<file path="src/hdl/cap_pkg.sv">
// Package for the cascaded attitude controller.
// Holds the payload and configuration types, fixed widths and register indexes.
// No dependencies.
package cap_pkg;

    localparam int unsigned AW = 35;   // multiplier operand A width (signed)
    localparam int unsigned BW = 17;   // multiplier operand B width (signed)
    localparam int unsigned PW = AW + BW;
    localparam int unsigned TW = 64;   // PID sum accumulator width
    localparam int unsigned EW = 33;   // error before saturation
    localparam int unsigned CIW = 4;   // configuration index width

    localparam logic [CIW-1:0] REG_ROLL_ANGLE  = 4'd0;
    localparam logic [CIW-1:0] REG_PITCH_ANGLE = 4'd1;
    localparam logic [CIW-1:0] REG_ROLL_RATE   = 4'd2;
    localparam logic [CIW-1:0] REG_PITCH_RATE  = 4'd3;
    localparam logic [CIW-1:0] REG_YAW_RATE    = 4'd4;
    localparam logic [CIW-1:0] REG_PERIOD      = 4'd5;
    localparam logic [CIW-1:0] REG_RATE        = 4'd6;
    localparam logic [CIW-1:0] REG_LIMITS      = 4'd7;

    localparam logic [15:0] PERIOD_RESET = 16'd65;
    localparam logic [15:0] RATE_RESET   = 16'd1000;
    localparam logic [63:0] LIMITS_RESET = 64'h0C80_0640_1F40_0C80;

    typedef struct packed {
        logic signed [15:0] roll_setpoint;
        logic signed [15:0] pitch_setpoint;
        logic signed [15:0] yaw_rate_setpoint;
        logic signed [15:0] measured_roll;
        logic signed [15:0] measured_pitch;
        logic signed [15:0] roll_gyro;
        logic signed [15:0] pitch_gyro;
        logic signed [15:0] yaw_gyro;
    } t_in;

    typedef struct packed {
        logic signed [15:0] roll_drive;
        logic signed [15:0] pitch_drive;
        logic signed [15:0] yaw_drive;
    } t_out;

    typedef struct packed {
        logic [4:0][47:0] gains;
        logic [15:0]      period;
        logic [15:0]      rate;
        logic [63:0]      limits;
    } t_cfg;

endpackage

</file>
<file path="src/hdl/cap_cfg.sv">
// Configuration register file of the cascaded attitude controller.
// Decodes write beats by index and presents all settings as one struct. Uses cap_pkg.
module cap_cfg (
    input  logic                  i_clk,
    input  logic                  i_rst_n,
    input  logic                  i_wr,
    input  logic [cap_pkg::CIW-1:0] i_index,
    input  logic [63:0]           i_data,
    output cap_pkg::t_cfg         o_cfg
);
    import cap_pkg::*;

    t_cfg r_cfg;

    always_ff @(posedge i_clk) begin
        if (!i_rst_n) begin
            r_cfg.gains  <= '0;
            r_cfg.period <= PERIOD_RESET;
            r_cfg.rate   <= RATE_RESET;
            r_cfg.limits <= LIMITS_RESET;
        end else if (i_wr) begin
            case (i_index)
                REG_ROLL_ANGLE:  r_cfg.gains[0] <= i_data[47:0];
                REG_PITCH_ANGLE: r_cfg.gains[1] <= i_data[47:0];
                REG_ROLL_RATE:   r_cfg.gains[2] <= i_data[47:0];
                REG_PITCH_RATE:  r_cfg.gains[3] <= i_data[47:0];
                REG_YAW_RATE:    r_cfg.gains[4] <= i_data[47:0];
                REG_PERIOD:      r_cfg.period   <= i_data[15:0];
                REG_RATE:        r_cfg.rate     <= i_data[15:0];
                REG_LIMITS:      r_cfg.limits   <= i_data;
                default: ;
            endcase
        end
    end

    assign o_cfg = r_cfg;

endmodule

</file>
<file path="src/hdl/cap_mul.sv">
// Shared signed multiplier of the cascaded attitude controller.
// One registered product per cycle; widths from cap_pkg.
module cap_mul (
    input  logic                          i_clk,
    input  logic signed [cap_pkg::AW-1:0] i_a,
    input  logic signed [cap_pkg::BW-1:0] i_b,
    output logic signed [cap_pkg::PW-1:0] o_p
);
    import cap_pkg::*;

    logic signed [PW-1:0] r_p;

    always_ff @(posedge i_clk) begin
        r_p <= PW'(i_a) * PW'(i_b);
    end

    assign o_p = r_p;

endmodule

</file>
<file path="src/hdl/cascaded_attitude_pid.sv">
// Cascaded roll/pitch attitude controller with a yaw-rate loop, top level.
// Uses cap_pkg, cap_cfg and cap_mul.
//
// Usage: one input beat carries a full sample set (angle targets, yaw-rate
// target, measured angles, gyro rates). The block then runs five PID loops in
// turn: roll and pitch angle, then roll, pitch and yaw rate, all through a
// single shared multiplier under a small step sequencer. Each loop
// steps through the error, period, derivative, Kp, Ki, Kd and output states;
// after the last loop the done state hands the result to the output register.
// The sequencer then returns to idle before it can accept the next set, so a
// new set is not taken while one is still in work. o_in_ready is
// high only while the sequencer is idle. A finished result sits in the output
// register; a new sample set may be accepted while it waits, but the sequencer
// holds at the end of that set until the receiver has taken the earlier beat.
// Configuration beats are always accepted and must only be sent while idle.
// Reset clears the loop integrals, previous measurements and the output
// valid, and loads the configuration reset values.
module cascaded_attitude_pid #(
    parameter int SAMPLE_WIDTH = 16
) (
    input  logic                     i_clk,
    input  logic                     i_rst_n,
    input  logic                     i_in_valid,
    output logic                     o_in_ready,
    input  cap_pkg::t_in             i_in,
    output logic                     o_out_valid,
    input  logic                     i_out_ready,
    output cap_pkg::t_out            o_out,
    input  logic                     i_cfg_valid,
    output logic                     o_cfg_ready,
    input  logic [cap_pkg::CIW-1:0]  i_cfg_index,
    input  logic [63:0]              i_cfg_data
);
    import cap_pkg::*;

    localparam int W = SAMPLE_WIDTH;

    localparam logic [3:0] S_IDLE = 4'd0;
    localparam logic [3:0] S_ERR  = 4'd1;
    localparam logic [3:0] S_MP   = 4'd2;
    localparam logic [3:0] S_MD   = 4'd3;
    localparam logic [3:0] S_MKP  = 4'd4;
    localparam logic [3:0] S_MKI  = 4'd5;
    localparam logic [3:0] S_MKD  = 4'd6;
    localparam logic [3:0] S_OUT  = 4'd7;
    localparam logic [3:0] S_DONE = 4'd8;

    localparam logic signed [EW-1:0] ERR_HI = {{(EW-W+1){1'b0}}, {(W-1){1'b1}}};
    localparam logic signed [EW-1:0] ERR_LO = ~ERR_HI;
    localparam logic signed [TW-1:0] RES_HI = {{(TW-W+1){1'b0}}, {(W-1){1'b1}}};
    localparam logic signed [TW-1:0] RES_LO = ~RES_HI;
    localparam logic signed [EW-1:0] D16_HI = {{(EW-15){1'b0}}, {15{1'b1}}};
    localparam logic signed [EW-1:0] D16_LO = ~D16_HI;

    t_cfg cfg;

    logic [3:0]  r_step;
    logic [2:0]  r_loop;
    t_in         r_in;
    logic        r_out_valid;
    t_out        r_out;

    logic signed [W-1:0]  r_err;
    logic signed [31:0]   r_acc;
    logic signed [33:0]   r_deriv;
    logic signed [TW-1:0] r_tot;
    logic signed [W-1:0]  r_res [5];
    logic signed [31:0]   r_integ [5];
    logic signed [15:0]   r_prev [5];

    logic signed [EW-1:0] tgt, fb;
    logic signed [EW-1:0] diff;
    logic signed [15:0]   meas;
    logic [47:0]          gains;
    logic [15:0]          out_lim, int_lim;
    logic signed [AW-1:0] mul_a;
    logic signed [BW-1:0] mul_b;
    logic signed [PW-1:0] prod;
    logic signed [PW-1:0] prod_sh;
    logic signed [49:0]   isum, ilim;
    logic signed [31:0]   acc_c;
    logic signed [TW-1:0] tot_f, tot_s, olim, res_c;
    logic signed [EW-1:0] d_roll, d_pitch, d_yaw;
    logic                 out_load;

    cap_cfg u_cfg (
        .i_clk   (i_clk),
        .i_rst_n (i_rst_n),
        .i_wr    (i_cfg_valid),
        .i_index (i_cfg_index),
        .i_data  (i_cfg_data),
        .o_cfg   (cfg)
    );

    cap_mul u_mul (
        .i_clk (i_clk),
        .i_a   (mul_a),
        .i_b   (mul_b),
        .o_p   (prod)
    );

    // Operands of the loop now being worked on.
    always_comb begin
        case (r_loop)
            3'd0: begin
                tgt  = EW'(r_in.roll_setpoint);
                fb   = EW'(r_in.measured_roll);
                meas = r_in.measured_roll;
            end
            3'd1: begin
                tgt  = EW'(r_in.pitch_setpoint);
                fb   = EW'(r_in.measured_pitch);
                meas = r_in.measured_pitch;
            end
            3'd2: begin
                tgt  = EW'(r_res[0]);
                fb   = EW'(r_in.roll_gyro);
                meas = r_in.roll_gyro;
            end
            3'd3: begin
                tgt  = EW'(r_res[1]);
                fb   = EW'(r_in.pitch_gyro);
                meas = r_in.pitch_gyro;
            end
            default: begin
                tgt  = EW'(r_in.yaw_rate_setpoint);
                fb   = EW'(r_in.yaw_gyro);
                meas = r_in.yaw_gyro;
            end
        endcase
        gains   = (r_loop <= 3'd4) ? cfg.gains[r_loop] : '0;
        out_lim = (r_loop < 3'd2) ? cfg.limits[15:0]  : cfg.limits[31:16];
        int_lim = (r_loop < 3'd2) ? cfg.limits[47:32] : cfg.limits[63:48];
        diff    = tgt - fb;
    end

    always_comb begin
        case (r_step)
            S_MP: begin
                mul_a = AW'(r_err);
                mul_b = BW'({1'b0, cfg.period});
            end
            S_MD: begin
                mul_a = AW'(EW'(meas) - EW'(r_prev[r_loop]));
                mul_b = BW'({1'b0, cfg.rate});
            end
            S_MKP: begin
                mul_a = AW'(r_err);
                mul_b = BW'($signed(gains[15:0]));
            end
            S_MKI: begin
                mul_a = AW'(r_acc);
                mul_b = BW'($signed(gains[31:16]));
            end
            S_MKD: begin
                mul_a = AW'(r_deriv);
                mul_b = BW'($signed(gains[47:32]));
            end
            default: begin
                mul_a = '0;
                mul_b = '0;
            end
        endcase
    end

    // Integral update, clamped symmetrically.
    always_comb begin
        prod_sh = prod >>> 4;
        isum    = 50'(r_integ[r_loop]) + 50'(prod_sh);
        ilim    = $signed({22'd0, int_lim, 12'd0});
        if (isum > ilim)       acc_c = ilim[31:0];
        else if (isum < -ilim) acc_c = 32'(-ilim);
        else                   acc_c = isum[31:0];
    end

    // Output of one loop: floor shift, output clamp, then saturation.
    always_comb begin
        tot_f = r_tot - $signed({prod, 12'd0});
        tot_s = tot_f >>> 20;
        olim  = $signed({48'd0, out_lim});
        if (tot_s > olim)       res_c = olim;
        else if (tot_s < -olim) res_c = -olim;
        else                    res_c = tot_s;
        if (res_c > RES_HI)      res_c = RES_HI;
        else if (res_c < RES_LO) res_c = RES_LO;
    end

    always_comb begin
        d_roll  = EW'(r_res[2]);
        d_pitch = EW'(r_res[3]);
        d_yaw   = EW'(r_res[4]);
        if (d_roll > D16_HI)       d_roll  = D16_HI;
        else if (d_roll < D16_LO)  d_roll  = D16_LO;
        if (d_pitch > D16_HI)      d_pitch = D16_HI;
        else if (d_pitch < D16_LO) d_pitch = D16_LO;
        if (d_yaw > D16_HI)        d_yaw   = D16_HI;
        else if (d_yaw < D16_LO)   d_yaw   = D16_LO;
    end

    // The finished set is loaded once the previous output beat has been taken.
    assign out_load = (r_step == S_DONE) && (!r_out_valid || i_out_ready);

    always_ff @(posedge i_clk) begin
        if (!i_rst_n) begin
            r_step      <= S_IDLE;
            r_loop      <= '0;
            r_out_valid <= 1'b0;
            for (int i = 0; i < 5; i++) begin
                r_integ[i] <= '0;
                r_prev[i]  <= '0;
            end
        end else begin
            if (out_load) begin
                r_out_valid <= 1'b1;
            end else if (r_out_valid && i_out_ready) begin
                r_out_valid <= 1'b0;
            end
            case (r_step)
                S_IDLE: begin
                    if (i_in_valid) begin
                        r_in   <= i_in;
                        r_loop <= '0;
                        r_step <= S_ERR;
                    end
                end
                S_ERR: begin
                    if (diff > ERR_HI)      r_err <= ERR_HI[W-1:0];
                    else if (diff < ERR_LO) r_err <= ERR_LO[W-1:0];
                    else                    r_err <= diff[W-1:0];
                    r_step <= S_MP;
                end
                S_MP: r_step <= S_MD;
                S_MD: begin
                    r_acc           <= acc_c;
                    r_integ[r_loop] <= acc_c;
                    r_prev[r_loop]  <= meas;
                    r_step          <= S_MKP;
                end
                S_MKP: begin
                    r_deriv <= prod[33:0];
                    r_step  <= S_MKI;
                end
                S_MKI: begin
                    r_tot  <= $signed({prod, 12'd0});
                    r_step <= S_MKD;
                end
                S_MKD: begin
                    r_tot  <= r_tot + TW'(prod);
                    r_step <= S_OUT;
                end
                S_OUT: begin
                    r_res[r_loop] <= res_c[W-1:0];
                    if (r_loop == 3'd4) begin
                        r_step <= S_DONE;
                    end else begin
                        r_loop <= r_loop + 3'd1;
                        r_step <= S_ERR;
                    end
                end
                S_DONE: begin
                    // Hold here until the previous output beat has been taken.
                    if (out_load) begin
                        r_out.roll_drive  <= d_roll[15:0];
                        r_out.pitch_drive <= d_pitch[15:0];
                        r_out.yaw_drive   <= d_yaw[15:0];
                        r_step            <= S_IDLE;
                    end
                end
                default: r_step <= S_IDLE;
            endcase
        end
    end

    assign o_in_ready  = (r_step == S_IDLE);
    assign o_out_valid = r_out_valid;
    assign o_out       = r_out;
    assign o_cfg_ready = 1'b1;

endmodule

</file>
<file path="config.mk">
export PLATFORM = sky130hd
export DESIGN_NAME = cascaded_attitude_pid
export DESIGN_NICKNAME = d
export VERILOG_FILES = /design/src/hdl/cap_pkg.sv /design/src/hdl/cap_cfg.sv /design/src/hdl/cap_mul.sv /design/src/hdl/cascaded_attitude_pid.sv
export SDC_FILE = /design/constraint.sdc
export NUM_CORES = 2
export LEC_CHECK = 0
export BUFFER_PORTS_ARGS = -buffer_cell sky130_fd_sc_hd__buf_4
export CAP_MARGIN = 20
export CORE_ASPECT_RATIO = 1.2
export CORE_MARGIN = 2
export CORE_UTILIZATION = 45
export CTS_CLUSTER_SIZE = 8
export DETAILED_ROUTE_END_ITERATION = 10
export PLACE_DENSITY = 0.67
export SETUP_SLACK_MARGIN = 0.4
export SLEW_MARGIN = 40
export SYNTH_ARGS = -nofsm -noshare
export SYNTH_HDL_FRONTEND = slang
export SYNTH_HIERARCHICAL = 1
export SYNTH_SLANG_ARGS = --single-unit
</file>
<file path="constraint.sdc">
create_clock -name i_clk -period 17.2 [get_ports i_clk]
set_input_delay 0.86 -clock i_clk [delete_from_list [all_inputs] [get_ports i_clk]]
set_output_delay 0.86 -clock i_clk [all_outputs]
set_load 0.01 [all_outputs]
</file>
==> out/metrics.cfg <==
[placed_design]
io_buffers = 250
dp_hpwl_um = 195000
placed_cells = 10435
gp_congestion = 0.956

[cts]
hold_buffers = 0
cts_root_buf = clkbuf_16
cts_buffer_depth = 3
cts_sinks = 1185
clkLatencyLatePin_ns = 0.83
cts_buffers = 168
cts.htree.levels = 4
clk_pin_slew_ns = 0.05
cts_tree = done
post_cts_resized = 0
cts_setup_buffers = 0

[sta]
setup_tns_ns = 0
hold_slack_ns = 0.229
hold_viol = 0
max_freq_ghz = 0.0742
skew_ns = 0.0687
final.min_clock_period_ns = 13.48
rsz0062_at_grt = false
timing.final.crit_share_pct = 78.4
tightest_slew_ns = 0.934
slew_headroom_pct = 35.9
setup_viol = 0
finalMaxSlewViolations = 0

[synth]
synth.distinct_cells = 105
synth.avg_cell_area_sq_um = 10.3
async_reset_ff_share_pct = 0
ys.flop_type = edfxtp_1
ys_seq_area_share_pct = 38.1
synth_edf_count = 786
synth_nets = 9265
synth.cell_area_sq_um = 83000
yosys_warnings = 6
syn_inst = 8044
ys_ff_latch = 1185

[route]
num_vias = 62930
drtIter0Drc = 6026
wirelength_um = 267000
wl_per_cell_um = 25.1
final_antenna_net_count = 0
drt_first_pass_iters = 8
viasPerCell = 5.90
drc = 0

[final_layout]
drive_gt1_share_pct = 11.3
num-nets-final = 9390
instances_no_fill = 10670
syn2layout_area_growth_pct = 11.6

[floorplanning]
dieArea_sq_um = 188000
start_util_pct = 45.3
fp.dieW_um = 396
num_io_pins = 252
core_area_sq_um = 183000
die_y_um = 474
placementRows = 172

[setup_path]
end_kind = flip-flop
slowest_delay_ns = 0.72
slowest_stage = dfxtp_4
worstPathRequired_ns = 17.87
r2r_slack_ns = 3.72
critPathArrivalTime_ns = 14.15
crit_path_start_kind = flip-flop
critical_path.max_fanout = 64
cp_common_cell = fa_1
path_class = reg -> reg

[power]
p_total_uw = 8200
p_per_area_nw_per_um2 = 88.5
p_leak_uw = 0.0398
sw_frac_of_total_pct = 31.8
p_int_uw = 5590
seq_power_share_pct = 39.7
ir_drop_mv = 0.0984
switchingPower_uw = 2610
pwr-share-clk_pct = 37.3
combPwrFrac_pct = 23.0

[grt]
grt-ovfl-total = 0
grt_pass1_vias = 64856
grt_use_met3_pct = 5.27
grt_pass1_wl_um = 399000
top_usage_layer = met2
grt_max_degree = 110
met2_usage_pct = 47.2
grtUsageTotal_pct = 28.3
grt_use_met1_pct = 34.9
antenna_found_initial = 11

[run_status]
status = completed

[hold_path]
hold_path.class = in -> reg

[run]
maxCapViolations = 0

-- power by group through the flow --
stage | Sequential, uW | Clock, uW | Combinational, uW
after floorplan | 3270 | 0 | 1150
after global placement | 3310 | 0 | 1800
after detailed placement | 3310 | 0 | 1840
after CTS | 3260 | 3090 | 1850
after global routing | 3260 | 3210 | 2030
final | 3260 | 3060 | 1880
-- cell usage after synthesis, types with 53 or more instances --
cell type / count / area [sq um]
a21o_1: 123 / 923
a21oi_1: 343 / 1720
xnor2_1: 134 / 1170
nand4_1: 78 / 488
and2_1: 280 / 1750
nor3_1: 73 / 365
fa_1: 572 / 11500
nor2_1: 518 / 1940
nand2_1: 1053 / 3950
edfxtp_1: 786 / 23600
mux2i_1: 433 / 4330
nand3_1: 94 / 470
ha_1: 448 / 5610
xor2_1: 82 / 718
inv_1: 854 / 3210
o21ai_0: 252 / 1260
a22oi_1: 55 / 413
dfxtp_1: 399 / 7990
mux4_2: 114 / 2570
clkbuf_1: 349 / 1310
mux2_2: 53 / 597
-- layout make-up --
cell class / instances / area, sq um
diodes: 5 / 12.5
inverters: 856 / 3210
well taps: 2436 / 3050
multi-input cells: 5553 / 46800
flip-flops and latches: 1185 / 31600
repair buffers: 405 / 3140
clock buffers: 212 / 4390
fillers: 16261 / 90500
clock inverters: 18 / 384
-- through the flow --
stage	instance area, sq um	util (%)	worst slack (ns)
2_1_floorplan	83000	-	5.55
3_3_place_gp	87400	47.7	2.60
3_5_place_dp	87800	47.9	3.70
4_1_cts	92500	50.5	3.67
5_1_grt	92600	50.6	3.06
6_report	92600	50.6	3.72
-- per-layer routing --
| metal | vias up | wire, um |
|---|---|---|
| met5 | - | 26 |
| met4 | 4 | 15400 |
| met3 | 661 | 21500 |
| met2 | 2643 | 128000 |
| met1 | 31592 | 103000 |
| li1 | 28030 | - |
-- cells by family after synthesis --
logic type	share of synthesized area, %
compound gates	10.6
xor+xnor	2.30
fa+ha+maj	20.6
buf+inv	6.20
flops	38.1
mux	9.04
other cells	0.00452
simple gates	13.3
-- sequential cells by signal (all words and copies together) (netlist names), named ones only --
register,cells
o_out,48
o_out_valid,1
r_acc,32
r_deriv,34
r_err,16
r_in,128
r_integ,256
r_loop,3
r_prev,128
r_res,80
r_step,4
r_tot,64
u_cfg/o_cfg,336
u_mul/o_p,52
-- cells in the final DEF, fill, tap and decap left out, types with 130 or more instances in the layout --
cell | synthesis | routed
dfxtp_1 | 399 | 392
clkbuf_16 | 0 | 168
fa_1 | 572 | 571
and2_1 | 280 | 278
inv_1 | 854 | 854
ha_1 | 448 | 446
nor2_1 | 518 | 507
mux2i_1 | 433 | 421
o21ai_0 | 252 | 223
nand2_1 | 1053 | 1041
edfxtp_1 | 786 | 786
a21oi_1 | 343 | 342
buf_4 | 26 | 383
xnor2_1 | 134 | 130
-- worst paths after layout --
path / startpoint / endpoint / cells past startpoint
worst max-delay path: r_loop[0]$_SDFFE_PN0P_ / u_mul/o_p[45]$_DFF_P_ / 44
worst min-delay path: i_in[97] / r_in[97]$_DFFE_PP_ / 1
worst max register to register: r_loop[0]$_SDFFE_PN0P_ / u_mul/o_p[45]$_DFF_P_ / 44
worst min register to register: r_res[3][14]$_DFFE_PP_ / o_out[30]$_SDFFCE_PN1P_ / 0
-- critical path, delay by kind of cell (launching register included) --
family / cells / cell delay, ns
compound gates: 16 / 4.03
buf+inv: 8 / 1.24
simple gates: 10 / 2.77
flops: 1 / 0.72
fa+ha+maj: 10 / 4.50
Note: power is estimated with default switching activity, not from simulation.
